`src/design/cwm_pkg.sv`:
```
package cwm_pkg;

  localparam int FRAC      = 8;
  localparam int MAX_DIM   = 4096;
  localparam int SQ_STEPS  = 25;
  localparam int DIV_STEPS = 21;

  typedef enum logic [1:0] {
    REG_WIDTH  = 2'd0,
    REG_HEIGHT = 2'd1,
    REG_FOCAL  = 2'd2,
    REG_SHIFT  = 2'd3
  } reg_idx_t;

  typedef struct packed {
    logic [49:0] rad;
    logic [25:0] srem;
    logic [24:0] root;
    logic [44:0] numx;
    logic [44:0] numy;
    logic [24:0] remx;
    logic [24:0] remy;
    logic [20:0] qx;
    logic [20:0] qy;
    logic        negx;
    logic        negy;
    logic [11:0] half_h;
    logic [7:0]  red;
    logic [7:0]  green;
    logic [7:0]  blue;
  } cell_t;

endpackage

```
`src/design/cwm_div_cell.sv`:
```
module cwm_div_cell (
  input  logic           clk,
  input  logic           rst,
  input  logic           en,
  input  logic           in_valid,
  input  cwm_pkg::cell_t din,
  output logic           out_valid,
  output cwm_pkg::cell_t dout
);

  logic [25:0]    rx;
  logic [25:0]    ry;
  logic [25:0]    dv;
  logic [25:0]    dx;
  logic [25:0]    dy;
  cwm_pkg::cell_t dout_next;

  // one quotient bit per cell for both axes, divisor is the root
  always_comb begin
    dv        = {1'b0, din.root};
    rx        = {din.remx, din.numx[20]};
    ry        = {din.remy, din.numy[20]};
    dx        = rx - dv;
    dy        = ry - dv;
    dout_next = din;
    dout_next.numx = {din.numx[43:0], 1'b0};
    dout_next.numy = {din.numy[43:0], 1'b0};
    if (rx >= dv) begin
      dout_next.remx = dx[24:0];
      dout_next.qx   = {din.qx[19:0], 1'b1};
    end else begin
      dout_next.remx = rx[24:0];
      dout_next.qx   = {din.qx[19:0], 1'b0};
    end
    if (ry >= dv) begin
      dout_next.remy = dy[24:0];
      dout_next.qy   = {din.qy[19:0], 1'b1};
    end else begin
      dout_next.remy = ry[24:0];
      dout_next.qy   = {din.qy[19:0], 1'b0};
    end
  end

  always_ff @(posedge clk) begin
    if (rst) begin
      out_valid <= 1'b0;
    end else if (en) begin
      out_valid <= in_valid;
    end
  end

  always_ff @(posedge clk) begin
    if (en) begin
      dout <= dout_next;
    end
  end

endmodule

```
`config.mk`:
```
export PLATFORM = sky130hd
export DESIGN_NAME = cwm_div_cell
export DESIGN_NICKNAME = d
export VERILOG_FILES = /design/src/design/cwm_pkg.sv /design/src/design/cwm_div_cell.sv
export SDC_FILE = /design/constraint.sdc
export NUM_CORES = 1
export LEC_CHECK = 0
export BUFFER_PORTS_ARGS = -buffer_cell sky130_fd_sc_hd__buf_4
export CAP_MARGIN = 5
export CORE_AREA = 8 8 243 245
export DETAILED_ROUTE_END_ITERATION = 6
export DIE_AREA = 0 0 251 253
export PLACE_DENSITY = 0.57
export RECOVER_POWER = 50
export SYNTH_ARGS = -nofsm -noshare
export SYNTH_HDL_FRONTEND = slang
export SYNTH_SLANG_ARGS = --single-unit
```
`constraint.sdc`:
```
create_clock -name clk -period 3.6 [get_ports clk]
set_clock_uncertainty 0.1 [all_clocks]
set_input_delay 0.72 -clock clk [delete_from_list [all_inputs] [get_ports clk]]
set_output_delay 0.72 -clock clk [all_outputs]
set_load 0.05 [all_outputs]
```
==> impl_metrics.json, run 1 <==
{
  "synth_edf_count": 319,
  "met2_length_um": 33300,
  "met1_length_um": 21200,
  "core_um2": 55500,
  "finalSetupViolCount": 0,
  "cp_slowest_cell": "clkbuf_2",
  "cp_common_cell": "clkbuf_2",
  "avgSynthCellArea_um2": 15.6,
  "crit_type": "in -> reg",
  "crit_arrival_ns": 3.32,
  "yosys.cell_types.count": 63,
  "fill_cells": 5425,
  "postLayoutCellArea_um2": 20400,
  "ys_seq_area_share_pct": 73.6,
  "drv_cap": 1,
  "finalSetupTns_ns": 0,
  "finalPower_w": 0.0117,
  "max_freq_mhz": 306,
  "postCtsHoldBufs": 0,
  "drt_iter0_drc": 648,
  "cts_max_path_buffers": 3,
  "die_h_um": 253,
  "grt_pass1_wl_um": 84700,
  "clockRootBuffer": "clkbuf_16",
  "reg2reg_to": "out_valid$_SDFFE_PP0P_",
  "dr.max_layer_used": "met5",
  "rsz0062_at_grt": "false",
  "numCtsBuffers": 41,
  "finalCriticalPeriod_ns": 3.26,
  "hold_end": "out_valid$_SDFFE_PP0P_",
  "maxSlewHeadroom_pct": -48.0,
  "port-buffer-count": 640,
  "cts_setup_buffers": 0,
  "cts_tree": "yes",
  "ff2ff_path_depth": 2,
  "peakVddDrop_uv": 369,
  "synth-seq-cells": 320,
  "hp-class": "in -> reg",
  "slew_violations": 67,
  "vias": 10300,
  "gp_congestion": 0.921,
  "post_dp_cell_area_um2": 19100,
  "clk_pin_slew_worst_paths_ns": 0.06,
  "clock-sinks": 320,
  "crit_required_ns": 3.66,
  "wl_um": 61900,
  "final_cell_mix": "buf_4, edfxtp_1, clkbuf_4",
  "hold_viol": 0,
  "path_cells": "clkbuf_2, clkbuf_2",
  "clk_latency_ns": 0.55,
  "area_delta_synth_final_pct": 56.2,
  "rows": 87,
  "vias_per_cell": 4.48,
  "layout_commonest_cell": "buf_4",
  "synth_warnings": 0,
  "cts_resized": 0,
  "post-route-period-util_pct": 90.7,
  "drcViolationCount": 0,
  "h-tree-depth": 2,
  "critPathLaunchType": "primary input",
  "crit_path_max_fanout": 69,
  "grt_pass1_vias": 10800,
  "synth-main-ff-cell": "edfxtp_1",
  "final_core_util_pct": 36.7,
  "netlist_area_um2": 13100,
  "dieArea_um2": 63500,
  "p_leak_nw": 8.57,
  "reg2reg_from": "out_valid$_SDFFE_PP0P_",
  "dr.pass1.iters": 5,
  "io_pins": 647,
  "worstHoldStart": "rst",
  "crit_family": "buffers and inverters",
  "die_x_um": 251,
  "crit_buf_inv": 2,
  "violations": "capacitance limit, slew limit",
  "wl_per_cell_um": 27.0,
  "r2r_setup_slack_ns": 2.88,
  "outcome": "finished with violations",
  "postSynthCellCount": 834,
  "postRouteAntennaNets": 0,
  "layout-drive-gt1-share_pct": 49.3,
  "cp_slowest_stage_delay_ns": 1.50,
  "grt_usage_pct": 18.6,
  "overflow": 0,
  "antenna_found_initial": 19,
  "p_per_area_nw_per_um2": 574,
  "worst_pin_slew_ns": 2.22,
  "whs_path_depth": 2,
  "layout.nets": 1927,
  "postSynth.asyncResetShare_pct": 0,
  "critPathCaptureType": "flip-flop",
  "start_util_pct": 23.5,
  "dr_wl_met3_um": 5900,
  "dp.final_hpwl_um": 51300,
  "grt_start_max_net_pins": 70
}
## per-layer routing
| metal | global-route usage [%] | vias up |
|---|---|---|
| li1 | - | 4660 |
| met1 | 18.9 | 5078 |
| met2 | 35.0 | 430 |
| met3 | 7.96 | 98 |
| met4 | 4.12 | 30 |
| met5 | 0 | - |
## logic make-up (layout without fill, tap and decap cells)
| logic type | Yosys count | count (layout) | share of synthesized area (%) |
|---|---|---|---|
| AND/OR/NAND/NOR | 152 | 152 | 5.86 |
| XOR/XNOR | 36 | 36 | 2.42 |
| AO/OA/AOI/OAI | 184 | 184 | 8.97 |
| flip-flops | 320 | 320 | 73.6 |
| other | 1 | 4 | 0.0287 |
| multiplexers | 24 | 24 | 2.03 |
| buffers and inverters | 65 | 812 | 2.03 |
| adder cells (fa/ha/maj) | 52 | 52 | 5.10 |
## state kept, by name, summed over array words and instances (netlist names)
name and cells:
dout 319, out_valid 1
## worst max path at each step
stage | slack, ns | to | start | depth (start not counted)
after global placement | -0.11 | dout[97]$_DFFE_PP_ | din[150] | 13
after CTS | 0.50 | dout[91]$_DFFE_PP_ | din[150] | 14
after floorplan | 0.33 | dout[106]$_DFFE_PP_ | din[195] | 12
after detailed placement | -0.08 | dout[91]$_DFFE_PP_ | din[150] | 14
after global routing | 0.14 | dout[203]$_DFFE_PP_ | en | 2
final | 0.34 | dout[203]$_DFFE_PP_ | en | 2
## power breakdown
part / total (W) / internal [W] / leakage, nW / switching (W)
clock: 0.00413 / 0.00246 / 0.668 / 0.00167
sequential: 0.00462 / 0.00451 / 3.13 / 0.000108
combinational: 0.00295 / 0.000945 / 4.77 / 0.00201
## cell type report
| type | instances | area (um2) | area share [%] |
|---|---|---|---|
| clock inverters | 31 | 307 | 1.50 |
| multi-input cells | 450 | 3190 | 15.6 |
| diodes | 2 | 5.00 | 0.0246 |
| flip-flops and latches | 320 | 9600 | 47.1 |
| clock buffers | 44 | 1040 | 5.09 |
| well taps | 712 | 891 | 4.37 |
| inverters | 42 | 158 | 0.773 |
| repair buffers | 695 | 5200 | 25.5 |
## synth_stat cells, types with 4 or more instances
cell type	count	share of area, %
inv_1	40	1.2
a211oi_1	7	0.40
mux2i_1	4	0.31
nand4_1	13	0.62
o31ai_1	4	0.23
mux2_2	19	1.6
ha_1	50	4.8
xnor2_1	23	1.5
o21ai_0	48	1.8
nand3_1	19	0.73
a21boi_0	4	0.23
and3_1	4	0.19
buf_2	8	0.31
nor2b_1	4	0.19
nand2_1	51	1.5
xor2_1	13	0.87
nor3_1	12	0.46
clkbuf_1	12	0.35
o21a_1	6	0.35
o211ai_1	7	0.40
a21oi_1	49	1.9
nor2_1	22	0.63
a31oi_1	7	0.34
o21bai_1	8	0.46
edfxtp_1	319	73
a21o_1	19	1.1
nand2b_1	8	0.38
## through the flow
| step | std cells | hold slack (ns) | setup WS [ns] |
|---|---|---|---|
| 6_report | 2296 | 0.224 | 0.336 |
| 5_1_grt | 2294 | 0.199 | 0.138 |
| 2_1_floorplan | 835 | 0.633 | 0.325 |
| 3_5_place_dp | 2219 | 0.410 | -0.0803 |
| 3_3_place_gp | 2219 | 0.406 | -0.108 |
| 4_1_cts | 2294 | 0.186 | 0.496 |
Power figures use the tool's default switching activity.
==> run 2, diff against run 1 <==
--- a/config.mk
+++ b/config.mk
@@ -7,10 +7,12 @@
 export LEC_CHECK = 0
 export BUFFER_PORTS_ARGS = -buffer_cell sky130_fd_sc_hd__buf_4
 export CAP_MARGIN = 5
-export CORE_AREA = 8 8 243 245
+export CELL_PAD_IN_SITES_DETAIL_PLACEMENT = 1
+export CELL_PAD_IN_SITES_GLOBAL_PLACEMENT = 1
+export CORE_AREA = 8 8 244 246
 export DETAILED_ROUTE_END_ITERATION = 6
-export DIE_AREA = 0 0 251 253
-export PLACE_DENSITY = 0.57
+export DIE_AREA = 0 0 252 254
+export PLACE_DENSITY = 0.67
 export RECOVER_POWER = 50
 export SYNTH_ARGS = -nofsm -noshare
 export SYNTH_HDL_FRONTEND = slang
==> run 2 against run 1 <==
  * The run still ends with capacitance limit, slew limit left
  * Count of clock-buffer cells in the layout is the same
  * Clock power grew 4%
  * Non-clock buffer count increased by 12
  * Worst setup slack better by 0.0040 ns
  * First-iteration DRC count decreased by 8.8%
  * Worst hold slack improved by 0.013 ns
  * Critical endpoint is now dout[101]$_DFFE_PP_
  * Highest routed layer unchanged
==> impl_metrics.json, run 2 (same netlist as run 1, synthesis figures left out) <==
{
  "outcome": "finished with violations",
  "violations": "capacitance limit, slew limit",
  "cts_max_path_buffers": 3,
  "numCtsBuffers": 39,
  "drv_cap": 1,
  "drt_iter0_drc": 591,
  "p_leak_nw": 8.62,
  "vias": 10200,
  "rows": 87,
  "grt_start_max_net_pins": 68,
  "maxSlewHeadroom_pct": -9.34,
  "cp_slowest_cell": "a2111oi_0",
  "overflow": 0,
  "grt_pass1_wl_um": 85500,
  "final_core_util_pct": 36.9,
  "crit_type": "in -> reg",
  "cts_resized": 0,
  "cts_setup_buffers": 0,
  "top_regs": "dout (319), out_valid (1)",
  "crit_arrival_ns": 3.42,
  "fill_cells": 5992,
  "cts_tree": "yes",
  "rsz0062_at_grt": "false",
  "hold_viol": 0,
  "critPathLaunchType": "primary input",
  "grt_usage_pct": 18.8,
  "postRouteAntennaNets": 0,
  "drcViolationCount": 0,
  "max_freq_mhz": 307,
  "io_pins": 647,
  "peakVddDrop_uv": 332,
  "final-instance-count-excl-fill": 2353,
  "reg2reg_from": "out_valid$_SDFFE_PP0P_",
  "crit_path_max_fanout": 6,
  "area_delta_synth_final_pct": 57.4,
  "die_x_um": 252,
  "dieArea_um2": 64000,
  "layout_commonest_cell": "buf_4",
  "gp_congestion": 0.888,
  "clk_latency_ns": 0.54,
  "wl_per_cell_um": 26.9,
  "crit_required_ns": 3.76,
  "p_per_area_nw_per_um2": 579,
  "grt_pass1_vias": 11100,
  "wl_um": 63300,
  "core_um2": 55700,
  "worst_pin_slew_ns": 1.64,
  "dr.pass1.iters": 4,
  "die_h_um": 254,
  "cp_slowest_stage_delay_ns": 0.73,
  "largest-register": "dout",
  "path_cells": "clkbuf_1, inv_1, ha_1, a2111oi_0, a21oi_1, a21o_1, a31o_2, a211oi_1, o21ai_0",
  "layout-drive-gt1-share_pct": 49.7,
  "largest_reg_flops": 319,
  "post-place-cells": 2275,
  "whs_path_depth": 2,
  "slew_violations": 57,
  "vias_per_cell": 4.36,
  "finalCriticalPeriod_ns": 3.26,
  "layout.nets": 1937,
  "antenna_found_initial": 20,
  "reg2reg_to": "out_valid$_SDFFE_PP0P_",
  "start_util_pct": 23.4,
  "final_cell_mix": "buf_4, edfxtp_1, clkbuf_4",
  "critPathCaptureType": "flip-flop",
  "post-route-period-util_pct": 90.5,
  "worstHoldStart": "rst",
  "r2r_setup_slack_ns": 2.89,
  "hp-class": "in -> reg",
  "clk_pin_slew_worst_paths_ns": 0.06,
  "ff2ff_path_depth": 2,
  "port-buffer-count": 640,
  "h-tree-depth": 2,
  "dp.final_hpwl_um": 52700,
  "hold_end": "out_valid$_SDFFE_PP0P_",
  "clock-sinks": 320,
  "clockRootBuffer": "clkbuf_16",
  "finalHoldWorstSlack_ns": 0.238,
  "postCtsHoldBufs": 0,
  "finalSetupViolCount": 0
}
==> run 2: cell types whose count changed in the layout (fill, tap and decap cells not counted) <==
cell and delta:
diode_2 +4, clkbuf_4 +3, bufinv_16 +3, buf_4 +14, clkinv_2 -3, clkinv_1 -1
clkbuf_16 -1, clkinv_8 +1, clkinv_4 +1, buf_12 -3, inv_6 -4, clkbuf_2 -1
==> run 2: worst max path at each step <==
stage,endpoint,cells past startpoint,startpoint
2_1_floorplan,dout[106]$_DFFE_PP_,12,din[195]
3_3_place_gp,dout[81]$_DFFE_PP_,12,din[150]
3_5_place_dp,dout[81]$_DFFE_PP_,12,din[150]
4_1_cts,dout[100]$_DFFE_PP_,12,din[150]
5_1_grt,dout[96]$_DFFE_PP_,12,din[220]
6_report,dout[101]$_DFFE_PP_,9,din[226]
==> run 2: layout make-up <==
type / count / area [um2] / share of cell area, %
clock buffers: 44 / 1020 / 4.94
multi-input cells: 450 / 3190 / 15.5
well taps: 756 / 946 / 4.60
clock inverters: 28 / 368 / 1.79
flip-flops and latches: 320 / 9600 / 46.7
repair buffers: 707 / 5260 / 25.6
diodes: 6 / 15.0 / 0.0731
inverters: 42 / 158 / 0.767
==> run 2: worst max-delay path, delay by kind of cell <==
family | cells | cell delay (ns)
buf+inv | 2 | 0.25
fa+ha+maj | 1 | 0.38
compound gates | 6 | 2.08
==> run 2: through the flow <==
step	worst slack [ns]	area, um2	total power (W)	setup TNS [ns]
after floorplan	0.325	13100	0.00640	0
after global placement	-0.172	19300	0.00771	-1.72
after detailed placement	-0.201	19300	0.00774	-3.07
after CTS	0.402	20700	0.0121	0
after global routing	0.196	20500	0.0123	0
final	0.340	20500	0.0119	0
==> run 2: per-layer routing <==
layer / vias to the layer above / routed length (um) / GRT usage (%)
li1: 4669 / - / -
met1: 5039 / 21400 / 18.3
met2: 409 / 33400 / 35.0
met3: 107 / 5580 / 7.67
met4: 24 / 2770 / 7.59
met5: - / 161 / 0
==> run 2: report_power, final <==
group / total (W) / switching (W) / internal [W]
clock: 0.00429 / 0.00167 / 0.00262
sequential: 0.00464 / 0.000125 / 0.00451
combinational: 0.00297 / 0.00201 / 0.000957
total: 0.0119 / 0.00380 / 0.00809
==> run 3, diff against run 2 <==
--- a/config.mk
+++ b/config.mk
@@ -5,14 +5,15 @@
 export SDC_FILE = /design/constraint.sdc
 export NUM_CORES = 1
 export LEC_CHECK = 0
+export ABC_AREA = 1
 export BUFFER_PORTS_ARGS = -buffer_cell sky130_fd_sc_hd__buf_4
 export CAP_MARGIN = 5
 export CELL_PAD_IN_SITES_DETAIL_PLACEMENT = 1
 export CELL_PAD_IN_SITES_GLOBAL_PLACEMENT = 1
-export CORE_AREA = 8 8 244 246
+export CORE_AREA = 8 8 245 247
 export DETAILED_ROUTE_END_ITERATION = 6
-export DIE_AREA = 0 0 252 254
-export PLACE_DENSITY = 0.67
+export DIE_AREA = 0 0 253 255
+export PLACE_DENSITY_LB_ADDON = 0.1
 export RECOVER_POWER = 50
 export SYNTH_ARGS = -nofsm -noshare
 export SYNTH_HDL_FRONTEND = slang
==> constraint.sdc (replaced) <==
create_clock -name clk -period 3 [get_ports clk]
set_clock_uncertainty 0.1 [all_clocks]
set_input_delay 0.6 -clock clk [delete_from_list [all_inputs] [get_ports clk]]
set_output_delay 0.6 -clock clk [all_outputs]
set_load 0.05 [all_outputs]
==> run 3 against run 2 <==
  * The run still ends with capacitance limit, slew limit left
  * Worst hold slack got worse by 0.13 ns
  * Final cell count grew 19%
  * Non-clock buffer count is 37 lower
  * Die area increased by 0.79%
  * Synthesized cell count is 59% higher
  * Utilization up 1.4 points
  * Global-route usage grew 2.3 points
  * Sequential power up 19%
  * Routed wire length is 13% higher
  * Critical path depth is 7 lower
  * Register-to-register slack worse by 0.58 ns
  * Highest routed layer unchanged
==> impl_metrics.json, run 3 <==
{
  "outcome": "finished with violations",
  "violations": "capacitance limit, slew limit",
  "grt_pass1_vias": 12800,
  "cts_max_path_buffers": 3,
  "finalCriticalPeriod_ns": 2.57,
  "postCtsHoldBufs": 0,
  "max_freq_mhz": 389,
  "h-tree-depth": 2,
  "clock-sinks": 320,
  "overflow": 0,
  "synth-simple-area-share_pct": 20.1,
  "yosys.cell_types.count": 32,
  "slew_violations": 43,
  "synth_compound_area_share_pct": 0.952,
  "post_dp_cell_area_um2": 20400,
  "dieArea_um2": 64500,
  "die_h_um": 255,
  "clk_pin_slew_worst_paths_ns": 0.06,
  "grt_usage_pct": 21.1,
  "synth_common_cells": "nand2_1, edfxtp_1, inv_1",
  "drt_iter0_drc": 694,
  "crit_buf_inv": 2,
  "netlist_area_um2": 14500,
  "synth_area_leaders": "edfxtp_1, nand2_1, inv_1",
  "postSynth.asyncResetShare_pct": 0,
  "grt_pass1_wl_um": 98000,
  "gp_congestion": 0.900,
  "synth_edf_count": 319,
  "final_core_util_pct": 38.3,
  "cp_slowest_cell": "clkbuf_2",
  "grt_start_max_net_pins": 55,
  "fill_cells": 6424,
  "path_cells": "clkbuf_2, clkbuf_4",
  "synth_warnings": 0,
  "start_util_pct": 25.8,
  "clockRootBuffer": "clkbuf_16",
  "largest-register": "dout",
  "hold_viol": 0,
  "numCtsBuffers": 38,
  "synthAdderAreaFrac_pct": 4.60,
  "layout_commonest_cell": "nand2_1",
  "crit_required_ns": 3.08,
  "finalSetupViolCount": 0,
  "yosysMostFrequentCell": "nand2_1",
  "dr.pass1.iters": 4,
  "crit_path_max_fanout": 54,
  "layout.nets": 2395,
  "maxSlewHeadroom_pct": -0.560,
  "finalHoldWorstSlack_ns": 0.109,
  "cts_setup_buffers": 0,
  "avgSynthCellArea_um2": 10.9,
  "crit_family": "buffers and inverters",
  "rsz0062_at_grt": "false",
  "top_regs": "dout (319), out_valid (1)",
  "synth-seq-cells": 320,
  "drcViolationCount": 0,
  "postLayoutCellArea_um2": 21400,
  "r2r_setup_slack_ns": 2.31,
  "cp_slowest_stage_delay_ns": 1.07,
  "dp.final_hpwl_um": 60700,
  "cts_resized": 0,
  "synth-main-ff-cell": "edfxtp_1",
  "largest_reg_flops": 319,
  "post-route-period-util_pct": 85.6,
  "clk_latency_ns": 0.54,
  "crit_type": "in -> reg",
  "critPathLaunchType": "primary input",
  "cts_tree": "yes",
  "core_um2": 56000,
  "ys_seq_area_share_pct": 66.4,
  "critPathCaptureType": "flip-flop",
  "final_cell_mix": "nand2_1, buf_4, edfxtp_1",
  "postSynthCellCount": 1325,
  "synth_mux_area_share_pct": 0.0692,
  "wl_um": 71300,
  "die_x_um": 253,
  "yosysTopAreaCell": "edfxtp_1",
  "netlist.area_leader.share_pct": 66.3,
  "p_per_area_nw_per_um2": 636,
  "rows": 87,
  "synthXorXnorAreaFrac_pct": 1.39,
  "antenna_found_initial": 13,
  "p_leak_nw": 10.1,
  "drv_cap": 1,
  "worst_pin_slew_ns": 1.51,
  "io_pins": 647,
  "hp-class": "in -> reg",
  "wl_per_cell_um": 25.4,
  "vias_per_cell": 4.36,
  "area_delta_synth_final_pct": 48.2,
  "finalSetupTns_ns": 0,
  "synth_top_family_by_area": "simple AND/OR/NAND/NOR gates",
  "peakVddDrop_uv": 353,
  "crit_arrival_ns": 2.65,
  "postRouteAntennaNets": 0,
  "layout-drive-gt1-share_pct": 34.4,
  "vias": 12300,
  "port-buffer-count": 640
}
## run 3: changes by cell type after synthesis, moves of 11 or more
cell	previous run	this run
o21ai_0	48	0
mux2_2	19	0
clkbuf_1	12	1
nand4_1	13	66
nand3_1	19	42
nor2_1	22	63
xnor2_1	23	0
nand2_1	51	467
a21oi_1	49	18
a21o_1	19	0
inv_1	40	215
## run 3: worst paths after layout
path,from,to,cells past startpoint
setup / recovery,en,dout[57]$_DFFE_PP_,2
hold / removal,rst,out_valid$_SDFFE_PP0P_,2
setup reg to reg,out_valid$_SDFFE_PP0P_,out_valid$_SDFFE_PP0P_,2
hold reg to reg,out_valid$_SDFFE_PP0P_,out_valid$_SDFFE_PP0P_,2
## run 3: final cells by class
cell class | count | area (um2) | share of cell area, %
antenna | 4 | 10.0 | 0.0467
clock buffer | 51 | 1020 | 4.77
clock inverter | 19 | 155 | 0.724
inverter | 217 | 815 | 3.80
multi-input combinational | 771 | 3930 | 18.3
sequential | 320 | 9600 | 44.8
tap | 756 | 946 | 4.42
timing repair buffer | 670 | 4950 | 23.1
## run 3: logic make-up after synthesis
| kind of cell | count (synthesis) |
|---|---|
| mux | 1 |
| xor+xnor | 23 |
| fa+ha+maj | 52 |
| flops | 320 |
| simple gates | 671 |
| other cells | 1 |
| compound gates | 22 |
| buf+inv | 235 |
## run 3: per-layer routing
metal  vias up  global-route usage, %  part of all wire (%)
met5         -                      0                 0.074
met4         8                   4.31                   1.7
met3        82                   5.97                   7.0
met2       399                   36.8                    50
met1      5980                   26.0                    42
li1       5782                      -                     -
## run 3: power breakdown
part	switching, W	internal [W]
Clock	0.00190	0.00257
Sequential	0.000128	0.00540
Combinational	0.00257	0.00105
Total	0.00460	0.00902
## run 3: metrics by stage
stage	total power (W)	cells	setup WS [ns]
3_3_place_gp	0.00931	2734	0.132
2_1_floorplan	0.00776	1326	0.650
6_report	0.0136	2808	0.432
4_1_cts	0.0139	2804	0.696
5_1_grt	0.0142	2804	0.290
3_5_place_dp	0.00933	2734	0.0942
